<file path="src/design/dvn_pkg.sv">
package dvn_pkg;

  localparam int COORD_W  = 32;
  localparam int MAG_W    = COORD_W + 1;
  localparam int SQ_W     = 2 * MAG_W;
  localparam int SUM_W    = SQ_W;
  localparam int LEN_W    = SUM_W / 2;
  localparam int SREM_W   = LEN_W + 3;
  localparam int UFRAC    = 30;
  localparam int UNIT_W   = UFRAC + 2;
  localparam int QW       = UFRAC + 1;
  localparam int DREM_W   = LEN_W + 1;
  localparam int SQ_CELLS = LEN_W;
  localparam int DV_CELLS = UFRAC;
  localparam int IN_W     = 6 * COORD_W;
  localparam int OUT_W    = ((3 * UNIT_W + LEN_W + 7) / 8) * 8;

  typedef struct packed {
    logic [2:0]            neg;
    logic [2:0][MAG_W-1:0] mag;
  } mag3_t;

  typedef struct packed {
    mag3_t              m;
    logic [SUM_W-1:0]   rad;
    logic [SREM_W-1:0]  rem;
    logic [LEN_W-1:0]   root;
  } sq_t;

  typedef struct packed {
    logic [2:0]             neg;
    logic [2:0][DREM_W-1:0] rem;
    logic [2:0][QW-1:0]     q;
    logic [LEN_W-1:0]       len;
  } dv_t;

endpackage

</file>
<file path="src/design/dvn_div_cell.sv">
module dvn_div_cell import dvn_pkg::*; (
  input  logic clk,
  input  logic rst_n,
  input  logic up_valid,
  output logic up_ready,
  input  dv_t  up_data,
  output logic dn_valid,
  input  logic dn_ready,
  output dv_t  dn_data
);

  logic              valid_r;
  dv_t               data_r;
  dv_t               data_nxt;
  logic [DREM_W-1:0] r2;
  logic [DREM_W-1:0] lenx;
  logic              ge;

  assign up_ready = !valid_r || dn_ready;

  always_comb begin
    data_nxt = up_data;
    lenx     = {1'b0, up_data.len};
    r2       = '0;
    ge       = 1'b0;
    for (int k = 0; k < 3; k++) begin
      r2 = {up_data.rem[k][DREM_W-2:0], 1'b0};
      ge = r2 >= lenx;
      data_nxt.rem[k] = ge ? r2 - lenx : r2;
      data_nxt.q[k]   = {up_data.q[k][QW-2:0], ge};
    end
  end

  always_ff @(posedge clk) begin
    if (!rst_n) begin
      valid_r <= 1'b0;
    end else if (up_ready) begin
      valid_r <= up_valid;
    end
  end

  always_ff @(posedge clk) begin
    if (up_ready && up_valid) begin
      data_r <= data_nxt;
    end
  end

  assign dn_valid = valid_r;
  assign dn_data  = data_r;

endmodule

</file>
<file path="config.mk">
export PLATFORM = sky130hd
export DESIGN_NAME = dvn_div_cell
export DESIGN_NICKNAME = d
export VERILOG_FILES = /design/src/design/dvn_pkg.sv /design/src/design/dvn_div_cell.sv
export SDC_FILE = /design/constraint.sdc
export NUM_CORES = 1
export LEC_CHECK = 0
export ABC_AREA = 1
export BUFFER_PORTS_ARGS = -buffer_cell sky130_fd_sc_hd__buf_4
export CAP_MARGIN = 20
export CORE_MARGIN = 2
export CORE_UTILIZATION = 40
export CTS_CLUSTER_SIZE = 8
export DETAILED_ROUTE_END_ITERATION = 16
export PLACE_DENSITY_LB_ADDON = 0.12
export SYNTH_ARGS = -nofsm -noshare
export SYNTH_HDL_FRONTEND = slang
export SYNTH_SLANG_ARGS = --single-unit
export TNS_END_PERCENT = 20
</file>
<file path="constraint.sdc">
create_clock -name clk -period 37.3 [get_ports clk]
set_input_delay 1.865 -clock clk [delete_from_list [all_inputs] [get_ports clk]]
set_output_delay 1.865 -clock clk [all_outputs]
set_load 0.005 [all_outputs]
</file>
## Word-level counts from Yosys, hierarchy flattened

Index checks and enable logic that the tools add are counted.
Widths: inputs -> output; s select.

- Output and inout bits: 233
- Input port bits: 235
- Bits in writable memories: 0
- Bits in latches: 0
- Memories kept: 0
- Logic and storage cells: 24
- Bits in read-only memories: 0
- Bits in registers: 232

- $add $sub $neg: 3
- Divide/modulo/power cells: 0
- Bitwise gates (word level): 0
- Reductions and logical operators: 3
- Shifts and indexed selects: 0
- $mul: 0
- Eq/ne operators: 0
- Multiplexer cells: 3
- Magnitude comparators: 3

Operators by type and width:

| cell | number |
|---|---|
| $ge 34x33->1 | 3 |
| $mux 34 | 3 |
| $sub 34x33->34 | 3 |
| $logic_and 1x1->1 | 1 |
| $logic_not 1->1 | 1 |
| $logic_or 1x1->1 | 1 |

## Depth between registers and ports, before layout

- Depth after elaboration: 3
- Gate-level depth with buffers: 16
- Mapped depth without buffers: 16

## Least setup slack after synthesis

Ideal clock, no wire load.

- Path type: input-to-reg
- Start point: in up_valid
- End point: reg data_r (netlist bit dn_data[0]), enable pin
- Data arrival time: 12984 ps
- Buffers on the path: 0
- Setup time: 898 ps
- Data required time: 36402 ps
- Slack: 23418 ps
- Stages: 2
- Path through: inv_1 -> a21oi_1

- Longest elaborated chain between the ends: 1

Ends and longest elaborated chain:

| element | RTL line | source |
|---|---|---|
| from (decl) | dvn_div_cell.sv:4 | `input logic up_valid,` |
| $logic_and 1x1->1 | dvn_div_cell.sv:43 | `if (up_ready && up_valid) begin` |
| to (signal assigned) | dvn_div_cell.sv:44 | `data_r <= data_nxt;` |
| to (decl) | dvn_div_cell.sv:13 | `dv_t data_r;` |

Every way passes these cells.
A chain may end at the register's enable or synchronous reset.

==> Flow_metrics.wiki <==
{| class="wikitable"
! Metric !! Value
|-
| Status || finished clean
|-
| Compound-gate portion of the synthesized area || 0.04252
|-
| Worst Hold Class || reg2reg
|-
| Final setup TNS || 0 ns
|-
| Critical R2R Launch || dn_valid
|-
| Residual antenna-violating net count after detailed routing || 0
|-
| Max Buffers Root-to-Sink || 3
|-
| Std cell rows || between 70 and 80
|-
| Core area || 40650 um2
|-
| Cell depth of the worst flop-to-flop path || 3
|-
| Synth unique cells || 36
|-
| Dominant register cell in the synthesized netlist || sky130_fd_sc_hd__edfxtp_1
|-
| Global-route wire length before repair || roughly 86000 um
|-
| Detailed-route vias per instance || about 4.8
|-
| Initial antenna violation count || 4
|-
| Fin crit period || 4.190 ns
|-
| Placed wire-length estimate || ~48000 um
|-
| Multi-input combinational cell area || 7855 um2
|-
| Maximum frequency from static timing analysis || ~240 MHz
|-
| Routed wire length || 58230 um
|-
| Number of buffers inserted for hold repair after clock tree synthesis || 0
|-
| Worst EP arrival || 4.43 ns
|-
| Via count of the first global-routing pass || 14780
|-
| Die Width || 206.3 um
|-
| Final cycle utilization of the critical path || 0.1123
|-
| Routed wire per std cell || around 18 um
|-
| Post-synth net total || 2502
|-
| Post-synthesis share of cell area spent on full adders, half adders and majority gates || 0.07938
|-
| Critical Path Sink Type || register
|-
| Fraction of final layout cells sized beyond drive strength 1 || 0.2288
|-
| Synthesized-area fraction occupied by and/or/nand/nor cells || 0.3318
|-
| Final instance count without filler cells || between 3000 and 4000
|-
| CTS sink count || 232
|-
| RSZ-0062 raised after global routing || no
|-
| Post-synthesis register bit count || 232
|-
| 1st-pass router iterations || 5
|-
| Routed via count || between 15000 and 20000
|-
| Starting utilization of the core area || 0.4025
|-
| Launch point of the worst hold path || dn_valid
|-
| Signed area change from the synthesized netlist to the final layout || 30.19%
|-
| CTS tree || yes
|-
| Total power || ~0.85 mW
|-
| Top-count cell post-synth || sky130_fd_sc_hd__nand2_1
|-
| Height of the die || between 200 and 250 um
|-
| Post-synth top cells || sky130_fd_sc_hd__nand2_1 (898), sky130_fd_sc_hd__inv_1 (353), sky130_fd_sc_hd__edfxtp_1 (231)
|-
| Count of cells resized by post-cts repair || 0
|-
| Number of CTS-inserted buffers || 35
|-
| Count of routing violations after the opening detailed-route iteration || 850
|-
| Buffers inserted during post-CTS setup optimization || 0
|-
| # fillers || around 4000
|-
| Register area share after synthesis || 0.4252
|-
| Required time reported for the critical path endpoint || around 38 ns
|-
| Placer congestion estimate || between 0.9 and 1
|-
| Ports placed on the boundary || ~470
|-
| Pins Over Slew Limit || 0
|-
| Total overflow reported by the global router || 0
|-
| Async set-or-reset flop fraction in the synthesized netlist || 0
|-
| Buffers on Ports || between 400 and 500
|-
| Final Skew || ~0.017 ns
|-
| Synth Instances || approximately 2200
|-
| Largest cells by area after synthesis || sky130_fd_sc_hd__edfxtp_1 (42%), sky130_fd_sc_hd__nand2_1 (21%), sky130_fd_sc_hd__inv_1 (8.1%)
|-
| CP Launch Type || input pin
|-
| Ys Warns || 0
|-
| Maximum net fanout on the critical path || 34
|-
| DRC || 0
|-
| H-tree level count || 2
|-
| Multiplexer area fraction after synthesis || 0
|-
| Final setup viols || 0
|-
| Min-Delay Path Depth || 2
|-
| Cell area power density || a little under 40 nW/um2
|-
| Die outline area || roughly 43000 um2
|-
| Transition time of the tightest slew-check pin || 1.079 ns
|-
| Worst r2r dst || dn_data[110]
|-
| Reg area || 6957 um2
|-
| Max-cap violations || 0
|-
| Area fraction of the dominant cell type after synthesis || 0.4240
|-
| Largest net degree at the start of global routing || 85
|-
| Per-instance average area after synthesis || roughly 7.6 um2
|-
| Endpoint of the worst hold-timing path || dn_valid
|-
| Total Nets Final || between 2000 and 3000
|-
| Min Hold Slack || around 0.57 ns
|-
| Category of the critical setup timing path || in2reg
|-
| Fraction of synthesized cell area in xor and xnor cells || 0.02569
|-
| Flop-to-flop setup slack || approximately 35 ns
|-
| Post-synth top area cell || sky130_fd_sc_hd__edfxtp_1
|-
| Largest family of logic cells by synthesized area || simple AND/OR/NAND/NOR gates
|-
| All-Layer GR Usage || 0.2704
|-
| Number of enable flip-flop cells after synthesis || around 230
|-
| Clock slew at the register clock pins of the worst setup and hold paths || about 0.050 ns
|-
| Area of the mapped netlist || between 15000 and 20000 um2
|-
| Worst vdd rail ir drop || approximately 31 uV
|-
| Clock network latency to the later pin of the worst-skew pair || roughly 0.54 ns
|-
| Worst slew margin relative to its limit || 0.2805
|-
| CTS Root Buffer Type || sky130_fd_sc_hd__clkbuf_16
|-
| Total count of hold-check failures in the final report || 0
|-
| Leakage power figure || ~11 nW
|-
| Cell count after placement || between 3000 and 4000
|}
cell usage in the layout, fill, tap and decap left out, drive strengths merged:
master	Yosys	final
xnor2	7	7
edfxtp	231	231
a21o	3	3
clkbuf	1	43
xor2	41	41
buf	18	464
ha	99	99
diode	0	3
nand3b	25	25
o21bai	12	12
inv	360	361
fa	3	3
nor2	174	174
o21a	2	2
nor3	17	17
nand2	935	935
a21boi	1	1
a21oi	81	81
nor4	5	5
nand4	21	21
dfxtp	1	1
and3	2	2
clkinv	0	3
nand3	95	95
or2	6	6
o21ai	25	25
how the worst max path moves through the flow:
stage / startpoint / to / cells after the start
3_5_place_dp: up_data[20] / dn_data[127] / 14
6_report: up_data[24] / dn_data[127] / 12
2_1_floorplan: up_valid / dn_data[0] / 2
5_1_grt: up_data[20] / dn_data[127] / 14
4_1_cts: dn_ready / up_ready / 4
3_3_place_gp: up_data[16] / dn_data[127] / 13
critical path: stages:
cell and delay [ns]:
sky130_fd_sc_hd__buf_4 0.12, sky130_fd_sc_hd__inv_1 0.33, sky130_fd_sc_hd__ha_1 0.37, sky130_fd_sc_hd__nand2_1 0.15
sky130_fd_sc_hd__inv_1 0.05, sky130_fd_sc_hd__a21oi_1 0.19, sky130_fd_sc_hd__nand2_1 0.13, sky130_fd_sc_hd__nand2_1 0.08
sky130_fd_sc_hd__nand3b_1 0.08, sky130_fd_sc_hd__nor2_1 0.17, sky130_fd_sc_hd__nand2_4 0.28, sky130_fd_sc_hd__o21ai_0 0.60
power breakdown:
part           switching, mW  total (mW)  internal, mW
registers            0.00709       0.326         0.319
logic                  0.141       0.234        0.0931
clock network          0.113       0.287         0.174
total                  0.262       0.847         0.586
routing by layer:
layer / global-route usage / up-vias / share of wire
met3: 0.05755 / 82 / 0.065
li1: - / 7786 / -
met5: 0 / - / 0.00026
met4: 0.08316 / 2 / 0.027
met1: 0.3452 / 7088 / 0.44
met2: 0.4576 / 468 / 0.47
flip-flops by register name (all words and copies together), names as in the netlist:
signal and cells:
dn_valid 1, dn_data 231
area by class of cell:
cell class                 count  area share
clock inverter                 4    0.002643
tap                          532     0.03125
inverter                     360     0.06344
sequential                   232      0.3266
clock buffer                  43     0.04347
antenna                        3   0.0003524
multi-input combinational   1554      0.3688
timing repair buffer         464      0.1635
per-stage QoR:
step / area, um2 / utilization / setup slack [ns]
after floorplan: 16360 / - / 23.42
after global placement: 20310 / 0.4997 / 32.66
after detailed placement: 20310 / 0.4997 / 32.65
after CTS: 21290 / 0.5239 / 33.14
after global routing: 21300 / 0.5240 / 33.03
final: 21300 / 0.5241 / 33.11
cell families after synthesis:
logic type,after synthesis
compound gates,124
xor+xnor,48
fa+ha+maj,102
buf+inv,379
flops,232
simple gates,1280
Power figures use the tool's default switching activity.
