==> src/design/dvn_pkg.sv <==
package dvn_pkg;

  localparam int COORD_W  = 32;
  localparam int MAG_W    = COORD_W + 1;
  localparam int SQ_W     = 2 * MAG_W;
  localparam int SUM_W    = SQ_W;
  localparam int LEN_W    = SUM_W / 2;
  localparam int SREM_W   = LEN_W + 3;
  localparam int UFRAC    = 30;
  localparam int UNIT_W   = UFRAC + 2;
  localparam int QW       = UFRAC + 1;
  localparam int DREM_W   = LEN_W + 1;
  localparam int SQ_CELLS = LEN_W;
  localparam int DV_CELLS = UFRAC;
  localparam int IN_W     = 6 * COORD_W;
  localparam int OUT_W    = ((3 * UNIT_W + LEN_W + 7) / 8) * 8;

  typedef struct packed {
    logic [2:0]            neg;
    logic [2:0][MAG_W-1:0] mag;
  } mag3_t;

  typedef struct packed {
    mag3_t              m;
    logic [SUM_W-1:0]   rad;
    logic [SREM_W-1:0]  rem;
    logic [LEN_W-1:0]   root;
  } sq_t;

  typedef struct packed {
    logic [2:0]             neg;
    logic [2:0][DREM_W-1:0] rem;
    logic [2:0][QW-1:0]     q;
    logic [LEN_W-1:0]       len;
  } dv_t;

endpackage

==> src/design/dvn_sqrt_cell.sv <==
module dvn_sqrt_cell import dvn_pkg::*; (
  input  logic clk,
  input  logic rst_n,
  input  logic up_valid,
  output logic up_ready,
  input  sq_t  up_data,
  output logic dn_valid,
  input  logic dn_ready,
  output sq_t  dn_data
);

  logic              valid_r;
  sq_t               data_r;
  sq_t               data_nxt;
  logic [SREM_W-1:0] rs;
  logic [SREM_W-1:0] trial;
  logic              take;

  assign up_ready = !valid_r || dn_ready;

  always_comb begin
    rs    = {up_data.rem[SREM_W-3:0], up_data.rad[SUM_W-1 -: 2]};
    trial = {1'b0, up_data.root, 2'b01};
    take  = rs >= trial;
    data_nxt      = up_data;
    data_nxt.rad  = {up_data.rad[SUM_W-3:0], 2'b00};
    data_nxt.rem  = take ? rs - trial : rs;
    data_nxt.root = {up_data.root[LEN_W-2:0], take};
  end

  always_ff @(posedge clk) begin
    if (!rst_n) begin
      valid_r <= 1'b0;
    end else if (up_ready) begin
      valid_r <= up_valid;
    end
  end

  always_ff @(posedge clk) begin
    if (up_ready && up_valid) begin
      data_r <= data_nxt;
    end
  end

  assign dn_valid = valid_r;
  assign dn_data  = data_r;

endmodule

==> config.mk <==
export PLATFORM = sky130hd
export DESIGN_NAME = dvn_sqrt_cell
export DESIGN_NICKNAME = d
export VERILOG_FILES = /design/src/design/dvn_pkg.sv /design/src/design/dvn_sqrt_cell.sv
export SDC_FILE = /design/constraint.sdc
export NUM_CORES = 1
export LEC_CHECK = 0
export BUFFER_PORTS_ARGS = -buffer_cell sky130_fd_sc_hd__buf_2
export CAP_MARGIN = 15
export CORE_AREA = 2 2 184 186
export DETAILED_ROUTE_END_ITERATION = 7
export DIE_AREA = 0 0 186 188
export HOLD_SLACK_MARGIN = 0.06
export PLACE_DENSITY = 0.63
export SLEW_MARGIN = 20
export SYNTH_ARGS = -nofsm -noshare
export SYNTH_HDL_FRONTEND = slang
export SYNTH_SLANG_ARGS = --single-unit
==> constraint.sdc <==
create_clock -name clk -period 8.3 [get_ports clk]
set_input_delay 0.83 -clock clk [delete_from_list [all_inputs] [get_ports clk]]
set_output_delay 0.83 -clock clk [all_outputs]
set_load 0.01 [all_outputs]
### Word level (Yosys, flattened, before mapping)

Cells that the tools add are included.

* $add $sub $neg: 1
* muxes and demuxes: 1
* reductions and logical operators: 3
* magnitude comparators: 1

Operators with widths (count)
* 36-bit by 35-bit greater-or-equal comparator with 1-bit output: 1
* 36-bit two-way mux: 1
* 36-bit by 35-bit subtractor with 36-bit output: 1
* 1-bit logical AND: 1
* 1-bit zero test: 1
* 1-bit logical OR: 1

* output and inout bits: 239
* input port bits: 241
* register bits: 236

### Logic depth before layout (Yosys ltp)

Gate-level depths: netlist of run 1.

* word-level depth: 3
* mapped depth: 13

### Worst setup path before layout of run 1

Ideal clock, no wire load.

* kind: input -> register
* start point: in dn_ready
* end point: reg data_r (netlist bit dn_data[0]) (enable)
* path buffers: 0
* stages on the path: 2
* required time: 7.674 ns
* arrival: 6.392 ns
* path slack: 1.282 ns
* cell sequence: nand2b_1 > and2_1

* longest elaborated chain between the ends: 2

Ends and longest elaborated chain
* from (decl): line dvn_sqrt_cell.sv:8 `input logic dn_ready,`
* 1-bit logical OR: line dvn_sqrt_cell.sv:19 `assign up_ready = !valid_r || dn_ready;`
* 1-bit logical AND: line dvn_sqrt_cell.sv:40 `if (up_ready && up_valid) begin`
* to (signal assigned): line dvn_sqrt_cell.sv:41 `data_r <= data_nxt;`
* to (decl): line dvn_sqrt_cell.sv:13 `sq_t data_r;`

No other way between the ends.
A chain may end at the register's enable or synchronous reset.

==> results of run 1 <==
-- report_power, final --
group / switching [uW] / leakage [uW] / internal [uW]
clock: 494 / 0.000458 / 786
combinational: 253 / 0.00321 / 208
sequential: 20.5 / 0.00228 / 1420
-- routing by layer --
metal / track usage / share of wire / vias to the layer above
li1: - / - / 3241
met2: 0.3024 / 0.52 / 285
met5: 0 / 0.00086 / -
met4: 0.06269 / 0.022 / 4
met1: 0.1892 / 0.36 / 3272
met3: 0.05982 / 0.095 / 44
-- per-stage QoR --
stage / hold WS [ns] / power [uW] / area (um2) / util
floorplan: 0.6096 / 1740 / 9689 / -
global placement: 0.5128 / 1923 / 12600 / 0.3805
detailed placement: 0.5372 / 1929 / 12600 / 0.3805
CTS: 0.4307 / 3218 / 13560 / 0.4094
global route: 0.4381 / 3307 / 13580 / 0.4100
finish: 0.4639 / 3179 / 13580 / 0.4100
-- sequential cells by signal, indices dropped and copies added (netlist names) --
signal and count:
dn_valid 1, dn_data 235
-- cells in the mapped netlist, drive strengths merged, types with 3 or more instances --
| cell | instances |
|---|---|
| edfxtp | 235 |
| inv | 49 |
| a21oi | 35 |
| ha | 35 |
| mux2 | 31 |
| nand2 | 26 |
| o21ai | 20 |
| xnor2 | 19 |
| nor2 | 12 |
| xor2 | 12 |
| and3 | 11 |
| a21o | 9 |
| nand3 | 9 |
| nand4 | 8 |
| buf | 5 |
| nor2b | 5 |
| nor3 | 5 |
| o211ai | 5 |
| o21a | 5 |
| and2 | 4 |
| clkbuf | 4 |
| o21bai | 4 |
| or2 | 3 |
-- worst register-to-register path: stages, from the launching register on --
cell and delay, ns:
dfxtp_1 0.31, nand2b_1 0.10, and2_4 0.61, buf_12 0.68
-- path summary, 6_finish.rpt --
check	startpoint	to	slack, ns	cells after the start
worst max-delay path	up_data[22]	dn_data[38]	4.64	12
worst max register to register	dn_valid	dn_data[233]	6.12	3
worst min register to register	dn_valid	dn_valid	0.55	2
worst min-delay path	up_data[218]	dn_data[218]	0.46	1
-- area by class of cell --
class / count / area (um2)
Sequential cell: 236 / 7077
Inverter: 49 / 186.4
Clock buffer: 29 / 683.2
Tap cell: 448 / 560.5
Timing Repair Buffer: 478 / 2412
Multi-Input combinational cell: 291 / 2365
Antenna cell: 8 / 20.02
Fill cell: 3167 / 19540
Clock inverter: 20 / 272.8
-- logic make-up (layout without fill, tap and decap cells) --
group	count (synthesis)	in the layout
DFF	236	236
AOI/OAI and AO/OA	101	101
and+or+nand+nor	90	90
buffers and inverters	58	576
adders and majority gates	35	35
muxes	32	32
xor gates and xnor gates	31	31
other	1	10
==> impl_metrics.tcl, run 1 <==
set metrics [dict create \
    worst_slew_pin_slew_ns 0.7624 \
    layout_common_cells "475 x buf_2, 235 x edfxtp_1, 48 x inv_1" \
    hpwlAfterDp_um 25130 \
    skew_ns 0.006477 \
    fp-row-count 67 \
    min_period_over_period 0.4405 \
    grt_use_total 0.1716 \
    status "completed" \
    drt_iter0_markers 348 \
    fin_setup_tns_ns 0 \
    dp.cells 1502 \
    yosys.area_share.simple 0.04806 \
    slowest_delay_ns 0.48 \
    timing.fmax_ghz 0.2735 \
    clkSlewWorstSetupHoldPaths_ns 0.06 \
    gp_congestion 0.8426 \
    final_common_cell "buf_2" \
    drc 0 \
    cts_hold_buf 0 \
    fin_ws_ns 4.644 \
    synthToLayoutAreaGrowth_pct 40.18 \
    dr.pass1.iters 4 \
    yosysTopAreaCellShare 0.7286 \
    slowest_stage "inv_4" \
    path_cells "buf_2 > inv_1 > ha_1 > and4_1 > and3_1 > nor2b_1 > nand2_1 > o211ai_4 > a41o_4 > a21oi_4 > inv_4 > mux2_2" \
    cp.arrival_ns 3.94 \
    synth-edff-count 235 \
    maxSlewHeadroom 0.4917 \
    io_pins 480 \
    synthXorXnorAreaFrac 0.02803 \
    die_area_um2 34970 \
    path_buf_inv 3 \
    clkSinkCount 236 \
    cts-root-buf "clkbuf_16" \
    post_cts_resized 0 \
    final_hold_viol_count 0 \
    path_delay_family "simple AND/OR/NAND/NOR gates" \
    drt_wl_total_um 31350 \
    drive_gt1_frac 0.5159 \
    fp.coreArea_um2 33110 \
    htreeDepth 1 \
    syn_avg_cell_area_um2 16.58 \
    cp.required_ns 8.59 \
    ys_ff_latch 236 \
    synth-compound-area-share 0.07467 \
    nNetsFinal 1359 \
    die_h_um 188 \
    cts_max_path_buffers 3 \
    ys_types 57 \
    setup_violations 0 \
    detailroute.via_count 6846 \
    grt_pass1_vias 6912 \
    end_kind "register" \
    initial_core_util 0.2925 \
    pre_cts_slack_ns 4.023 \
    antenna_left 0 \
    overflow 0 \
    yosysTopAreaCell "edfxtp_1" \
    clk_latency_ns 0.53 \
    grt_pass1_wl_um 43360 \
    synth_flop_cell "edfxtp_1" \
    postSynthCellCount 584 \
    port_buffers 475 \
    die_w_um 186 \
    hp-class "in -> reg" \
    ys_async_sr_fraction 0 \
    instances_no_fill 1559 \
    finalCriticalPeriod_ns 3.657 \
    irDropWorstVdd_mv 0.1228 \
    cts_buffers 27 \
    cts_setup_buffers 0 \
    synth-warning-count 0 \
    netlist_top_cells_area "edfxtp_1 73%, ha_1 4.5%, mux2_4 4.0%" \
    worstPathMaxFanout 35 \
    p_leak_uw 0.005947 \
    timing_worst_setup_path_type "in -> reg" \
    muxShareOfSynthArea 0.04715 \
    drv_slew 0 \
    tritoncts "yes" \
    wl_per_cell_um 20.11 \
    grt_max_degree 143 \
    synthAdderAreaFrac 0.04521 \
    vias_per_cell 4.391 \
    powerDensity_nw_per_um2 234.1 \
    antenna_found_initial 10 \
    seq_area_frac_synth 0.7307 \
    synth_top_family_by_area "compound AO/OA/AOI/OAI gates" \
    grt_setup_unrepaired "false" \
    max-cap-violations 0 \
    syn_area_um2 9686 \
    cp-start-kind "primary input" \
]
Power figures use the tool's default switching activity.
==> inputs of run 2 (changes only) <==
ABC_AREA = 1   (was unset)
CORE_AREA = 2 2 185 187   (was 2 2 184 186)
DIE_AREA = 0 0 187 189   (was 0 0 186 188)
PLACE_DENSITY = 0.67   (was 0.63)
clock period = 3.15 ns   (was 8.3 ns; I/O delays follow)
==> run 2 against run 1 <==
Effect of this change:
- global-route usage increased by 4.2 points
- sequential power grew to 2.6 times the previous value
- register-to-register slack got worse by 4.6 ns
- clock skew grew 0.0068 ns
- combinational power rose to 3.3 times the previous value
- synthesized cell count is 60% higher
- largest power group unchanged
==> impl_metrics.tcl, run 2 <==
set metrics [dict create \
    ys_async_sr_fraction 0 \
    synth_flop_cell "edfxtp_1" \
    clk_latency_ns 0.53 \
    synth-edff-count 235 \
    antenna_found_initial 11 \
    fin_setup_tns_ns 0 \
    setup_violations 0 \
    end_kind "register" \
    tritoncts "yes" \
    final_hold_viol_count 0 \
    worstPathMaxFanout 13 \
    fp.coreArea_um2 33280 \
    clkSlewWorstSetupHoldPaths_ns 0.06 \
    drt_iter0_markers 565 \
    yosys.area_share.simple 0.1816 \
    synth-warning-count 0 \
    cts_hold_buf 218 \
    finalCriticalPeriod_ns 2.733 \
    pwr-share-seq 0.449 \
    cp.arrival_ns 3.01 \
    gp_congestion 0.8744 \
    post_cts_resized 0 \
    p_int_uw 6292 \
    detailroute.via_count 9322 \
    yosysTopAreaCell "edfxtp_1" \
    synth_top_family_by_area "simple AND/OR/NAND/NOR gates" \
    ys_ff_latch 236 \
    drt_wl_total_um 38800 \
    total_power_uw 8432 \
    antenna_left 0 \
    hp-class "in -> reg" \
    grt_use_total 0.2132 \
    initial_core_util 0.3135 \
    maxSlewHeadroom 0.6366 \
    timing_worst_setup_path_type "in -> reg" \
    timing.fmax_ghz 0.3659 \
    worst_slew_pin_slew_ns 0.5451 \
    status "completed" \
    ys_types 29 \
    synthAdderAreaFrac 0.04197 \
    yosysMostFrequentCell "nand2_1" \
    grt_pass1_vias 9755 \
    cts_setup_buffers 0 \
    grt_setup_unrepaired "false" \
    skew_ns 0.01330 \
    yosysTopAreaCellShare 0.6763 \
    fp-row-count 67 \
    grt_pass1_wl_um 57020 \
    cts_buffers 26 \
    cp.required_ns 3.43 \
    comb_power_share 0.178 \
    hpwlAfterDp_um 29640 \
    min_period_over_period 0.8677 \
    synth_common_cells "312 x nand2_1, 235 x edfxtp_1, 140 x inv_1" \
    fin_util 0.4960 \
    drv_slew 0 \
    wl_per_cell_um 18.20 \
    postSynthCellCount 932 \
    io_pins 480 \
    port_buffers 475 \
    nFillCells 3065 \
    nNetsFinal 1932 \
    switching_share 0.2538 \
    synthXorXnorAreaFrac 0.01595 \
    synth-compound-area-share 0.02290 \
    cp-start-kind "primary input" \
    dr.pass1.iters 5 \
    die_area_um2 35340 \
    vias_per_cell 4.372 \
    drc 0 \
    powerDensity_nw_per_um2 510.9 \
    htreeDepth 1 \
    layout_common_cells "475 x buf_2, 312 x nand2_1, 235 x edfxtp_1" \
    muxShareOfSynthArea 0 \
    final_common_cell "buf_2" \
    p_leak_uw 0.007780 \
    grt_max_degree 96 \
    clkSinkCount 236 \
    seq_area_frac_synth 0.6783 \
    syn_avg_cell_area_um2 11.20 \
    die_h_um 189 \
    drive_gt1_frac 0.3309 \
    cts_max_path_buffers 3 \
    overflow 0 \
    synthToLayoutAreaGrowth_pct 58.20 \
    irDropWorstVdd_mv 0.3619 \
    max-cap-violations 0 \
    clkPwrFrac 0.372 \
    netlist_top_cells_area "edfxtp_1 68%, nand2_1 11%, inv_1 5.0%" \
    die_w_um 187 \
    syn_area_um2 10430 \
    largest_reg_flops 235 \
    p_sw_uw 2140 \
    cts-root-buf "clkbuf_16" \
]
-- run 2: changes by cell type after synthesis, moves of 12 or more --
cell / delta
nand3_1: +20
nand2_1: +286
o21ai_0: -12
xnor2_1: -18
nor2_1: +45
mux2_4: -26
inv_1: +92
-- run 2: worst paths after layout --
| kind | from | endpoint | slack (ns) | cells after the start |
|---|---|---|---|---|
| worst max-delay path | up_data[25] | dn_data[66] | 0.42 | 15 |
| worst max register to register | dn_valid | dn_data[106] | 1.54 | 3 |
| worst min-delay path | up_data[43] | dn_data[45] | 0.08 | 3 |
| worst min register to register | dn_valid | dn_valid | 0.56 | 2 |
-- run 2: per-layer routing --
| layer | vias up | track usage | wire length, um |
|---|---|---|---|
| li1 | 4523 | - | - |
| met1 | 4398 | 0.2364 | 14780 |
| met2 | 329 | 0.3929 | 20010 |
| met3 | 68 | 0.06487 | 2975 |
| met4 | 4 | 0.06166 | 1005 |
| met5 | - | 0 | 20 |
-- run 2: power by group through the flow --
stage                     clock, uW  combinational, uW  sequential [uW]
final                          3140               1500             3790
after global placement            0               1260             3850
after CTS                      3210               1510             3790
after floorplan                   0                566             3990
after global routing           3320               1650             3810
after detailed placement          0               1270             3850
-- run 2: critical path: stages --
cell and delay [ns]:
dlygate4sd3_1 0.52, buf_2 0.10, inv_1 0.05, ha_1 0.35, a21oi_1 0.27, inv_1 0.07
nor2_1 0.23, nand2_1 0.12, nand2_1 0.07, nand3_1 0.07, nor2_1 0.16, nand2_2 0.23
buf_4 0.29, nand3_1 0.11, nand2_1 0.06
-- run 2: logic make-up (layout without fill, tap and decap cells) --
| kind of cell | after synthesis | in the layout |
|---|---|---|
| AOI/OAI and AO/OA | 44 | 44 |
| xor gates and xnor gates | 19 | 19 |
| adders and majority gates | 35 | 35 |
| buffers and inverters | 150 | 891 |
| DFF | 236 | 236 |
| other | 1 | 12 |
| and+or+nand+nor | 447 | 447 |
-- run 2: cell type report --
class | count | area, um2 | share of cell area
repair buffers | 704 | 4679 | 0.2835
clock buffers | 36 | 719.4 | 0.04359
flip-flops and latches | 236 | 7078 | 0.4288
inverters | 141 | 529.3 | 0.03206
multi-input cells | 547 | 2756 | 0.1670
clock inverters | 10 | 157.7 | 0.009551
well taps | 448 | 560.5 | 0.03396
diodes | 10 | 25.02 | 0.001516
-- run 2: metrics by stage --
stage / instances / cell area [um2] / worst slack, ns / hold WS, ns
after floorplan: 933 / 10450 / -1.585 / 0.4139
after global placement: 1858 / 13420 / 0.4757 / 0.4916
after detailed placement: 1858 / 13420 / 0.4251 / 0.4932
after CTS: 2122 / 16480 / 0.4400 / 0.06064
after global routing: 2132 / 16510 / 0.1891 / 0.07008
final: 2132 / 16510 / 0.4169 / 0.08045
==> inputs of run 3 (changes only) <==
BUFFER_PORTS_ARGS = unset   (was -buffer_cell sky130_fd_sc_hd__buf_2)
DONT_BUFFER_PORTS = 1   (was unset)
MAX_ROUTING_LAYER = met4   (was unset)
PLACE_DENSITY = unset   (was 0.67)
==> run 3 against run 2 <==
Effect of this change:
- wire length down 4.5%
- first-iteration DRC count is 14% lower
- critical endpoint is now dn_data[44]
- hold slack gained 0.025 ns
- final area decreased by 13%
- sequential cell count unchanged
- clock power hardly changed
- fmax grew 29%
- register-to-register slack worse by 0.18 ns
==> impl_metrics.tcl, run 3 (synthesis gave the netlist of run 2 again) <==
set metrics [dict create \
    final_hold_viol_count 0 \
    layout_common_cells "312 x nand2_1, 235 x edfxtp_1, 235 x dlygate4sd3_1" \
    die_h_um 189 \
    whs_path_depth 2 \
    drt_wl_total_um 37050 \
    hpwlAfterDp_um 28510 \
    cts-root-buf "clkbuf_16" \
    vias_per_cell 4.525 \
    nNetsFinal 1473 \
    pre_cts_slack_ns 0.6779 \
    drive_gt1_frac 0.06749 \
    fp-row-count 67 \
    setup_violations 0 \
    dr.pass1.iters 6 \
    r2r_slack_ns 1.36 \
    worst_slew_pin_slew_ns 0.8431 \
    grt_use_total 0.2103 \
    clkSinkCount 236 \
    crit_top_cell "nand2_1" \
    largest_reg_flops 235 \
    end_kind "register" \
    io_pins 480 \
    maxSlewHeadroom 0.4367 \
    gp_congestion 0.9329 \
    wl_per_cell_um 22.15 \
    cts_setup_buffers 0 \
    skew_ns 0.01473 \
    max-cap-violations 0 \
    cp.required_ns 3.42 \
    initial_core_util 0.3135 \
    rr_worst_depth 2 \
    cp.arrival_ns 2.39 \
    synthToLayoutAreaGrowth_pct 37.47 \
    antenna_found_initial 10 \
    min_period_over_period 0.6751 \
    htreeDepth 1 \
    clkSlewWorstSetupHoldPaths_ns 0.07 \
    timing.fmax_ghz 0.4702 \
    fp.coreArea_um2 33280 \
    grt_max_degree 61 \
    worstPathMaxFanout 35 \
    grt_pass1_vias 7932 \
    drv_slew 0 \
    die_w_um 187 \
    finalCriticalPeriod_ns 2.127 \
    powerDensity_nw_per_um2 569.2 \
    final_common_cell "nand2_1" \
    p_leak_uw 0.006005 \
    port_buffers 0 \
    timing_worst_setup_path_type "in -> reg" \
    cp-start-kind "primary input" \
    antenna_left 0 \
    tritoncts "yes" \
    slowest_delay_ns 0.56 \
    clk_latency_ns 0.53 \
    die_area_um2 35340 \
    grt_setup_unrepaired "false" \
    cts_buffers 25 \
    instances_no_fill 1673 \
    detailroute.via_count 7570 \
    drc 0 \
    path_cells "dlygate4sd3_1 > inv_1 > ha_1 > o21ai_2 > nand2_1 > nand3_2 > nand3_2 > nand2_2 > inv_2 > buf_12 > nand2_1 > nand2_1" \
    nFillCells 3151 \
    hp-class "in -> reg" \
    slowest_stage "dlygate4sd3_1" \
    cts_max_path_buffers 3 \
    dp.cells 1383 \
    irDropWorstVdd_mv 0.3290 \
    status "completed" \
    fin_ws_ns 1.023 \
    drt_iter0_markers 485 \
    grt_pass1_wl_um 52310 \
    overflow 0 \
]
==> run 3: changes by cell type in the layout (fill, tap and decap cells not counted), sizes merged <==
cell / delta
bufinv: +1
buf: -475
inv: +2
clkinv: +4
clkbuf: -7
dlygate4sd3: +17
clkinvlp: -1
==> run 3: cell type report <==
class / instances / area (um2) / area share
clock buffers: 29 / 640.6 / 0.04466
inverters: 141 / 529.3 / 0.03690
diodes: 10 / 25.02 / 0.001745
repair buffers: 246 / 2522 / 0.1759
clock inverters: 16 / 231.5 / 0.01614
multi-input cells: 547 / 2756 / 0.1922
well taps: 448 / 560.5 / 0.03908
flip-flops and latches: 236 / 7078 / 0.4935
==> run 3: repair_timing <==
action	4_1_cts	5_1_grt
gates resized for setup	0	0
endpoints found under the hold margin	234	0
hold buffers	235	0
==> run 3: metrics by stage <==
step	setup TNS (ns)	total power [uW]	utilization	cell area (um2)	hold WS (ns)
CTS	0	8241	0.4302	14320	0.08540
finish	0	8165	0.4310	14340	0.1054
global route	0	8524	0.4310	14340	0.1296
floorplan	-372.40	4554	-	10450	0.4139
global placement	0	4809	0.3334	11090	0.4139
detailed placement	0	4812	0.3334	11090	0.4139
==> run 3: routing by layer <==
| layer | wire (um) | global-route usage | part of all wire |
|---|---|---|---|
| met1 | 14120 | 0.2255 | 0.38 |
| met2 | 19460 | 0.3743 | 0.53 |
| met3 | 2787 | 0.06450 | 0.075 |
| met4 | 685 | 0.06136 | 0.018 |
| met5 | 0 | - | 0 |
==> run 3: critical path, delay by kind of cell <==
family | cells | cell delay, ns
AND/OR/NAND/NOR | 6 | 0.66
AO/OA/AOI/OAI | 1 | 0.28
adder cells (fa/ha/maj) | 1 | 0.25
buffers and inverters | 4 | 0.86
==> run 3: path summary, 6_finish.rpt <==
| check | startpoint | to |
|---|---|---|
| setup / recovery | up_data[133] | dn_data[44] |
| hold / removal | up_data[134] | dn_data[34] |
| setup reg to reg | dn_valid | dn_data[82] |
| hold reg to reg | dn_valid | dn_data[235] |
==> run 3: power by group <==
part	total, uW	leakage [uW]	internal [uW]	switching [uW]
clock	3160	0.000424	1890	1270
combinational	1030	0.00330	441	589
sequential	3980	0.00228	3740	236
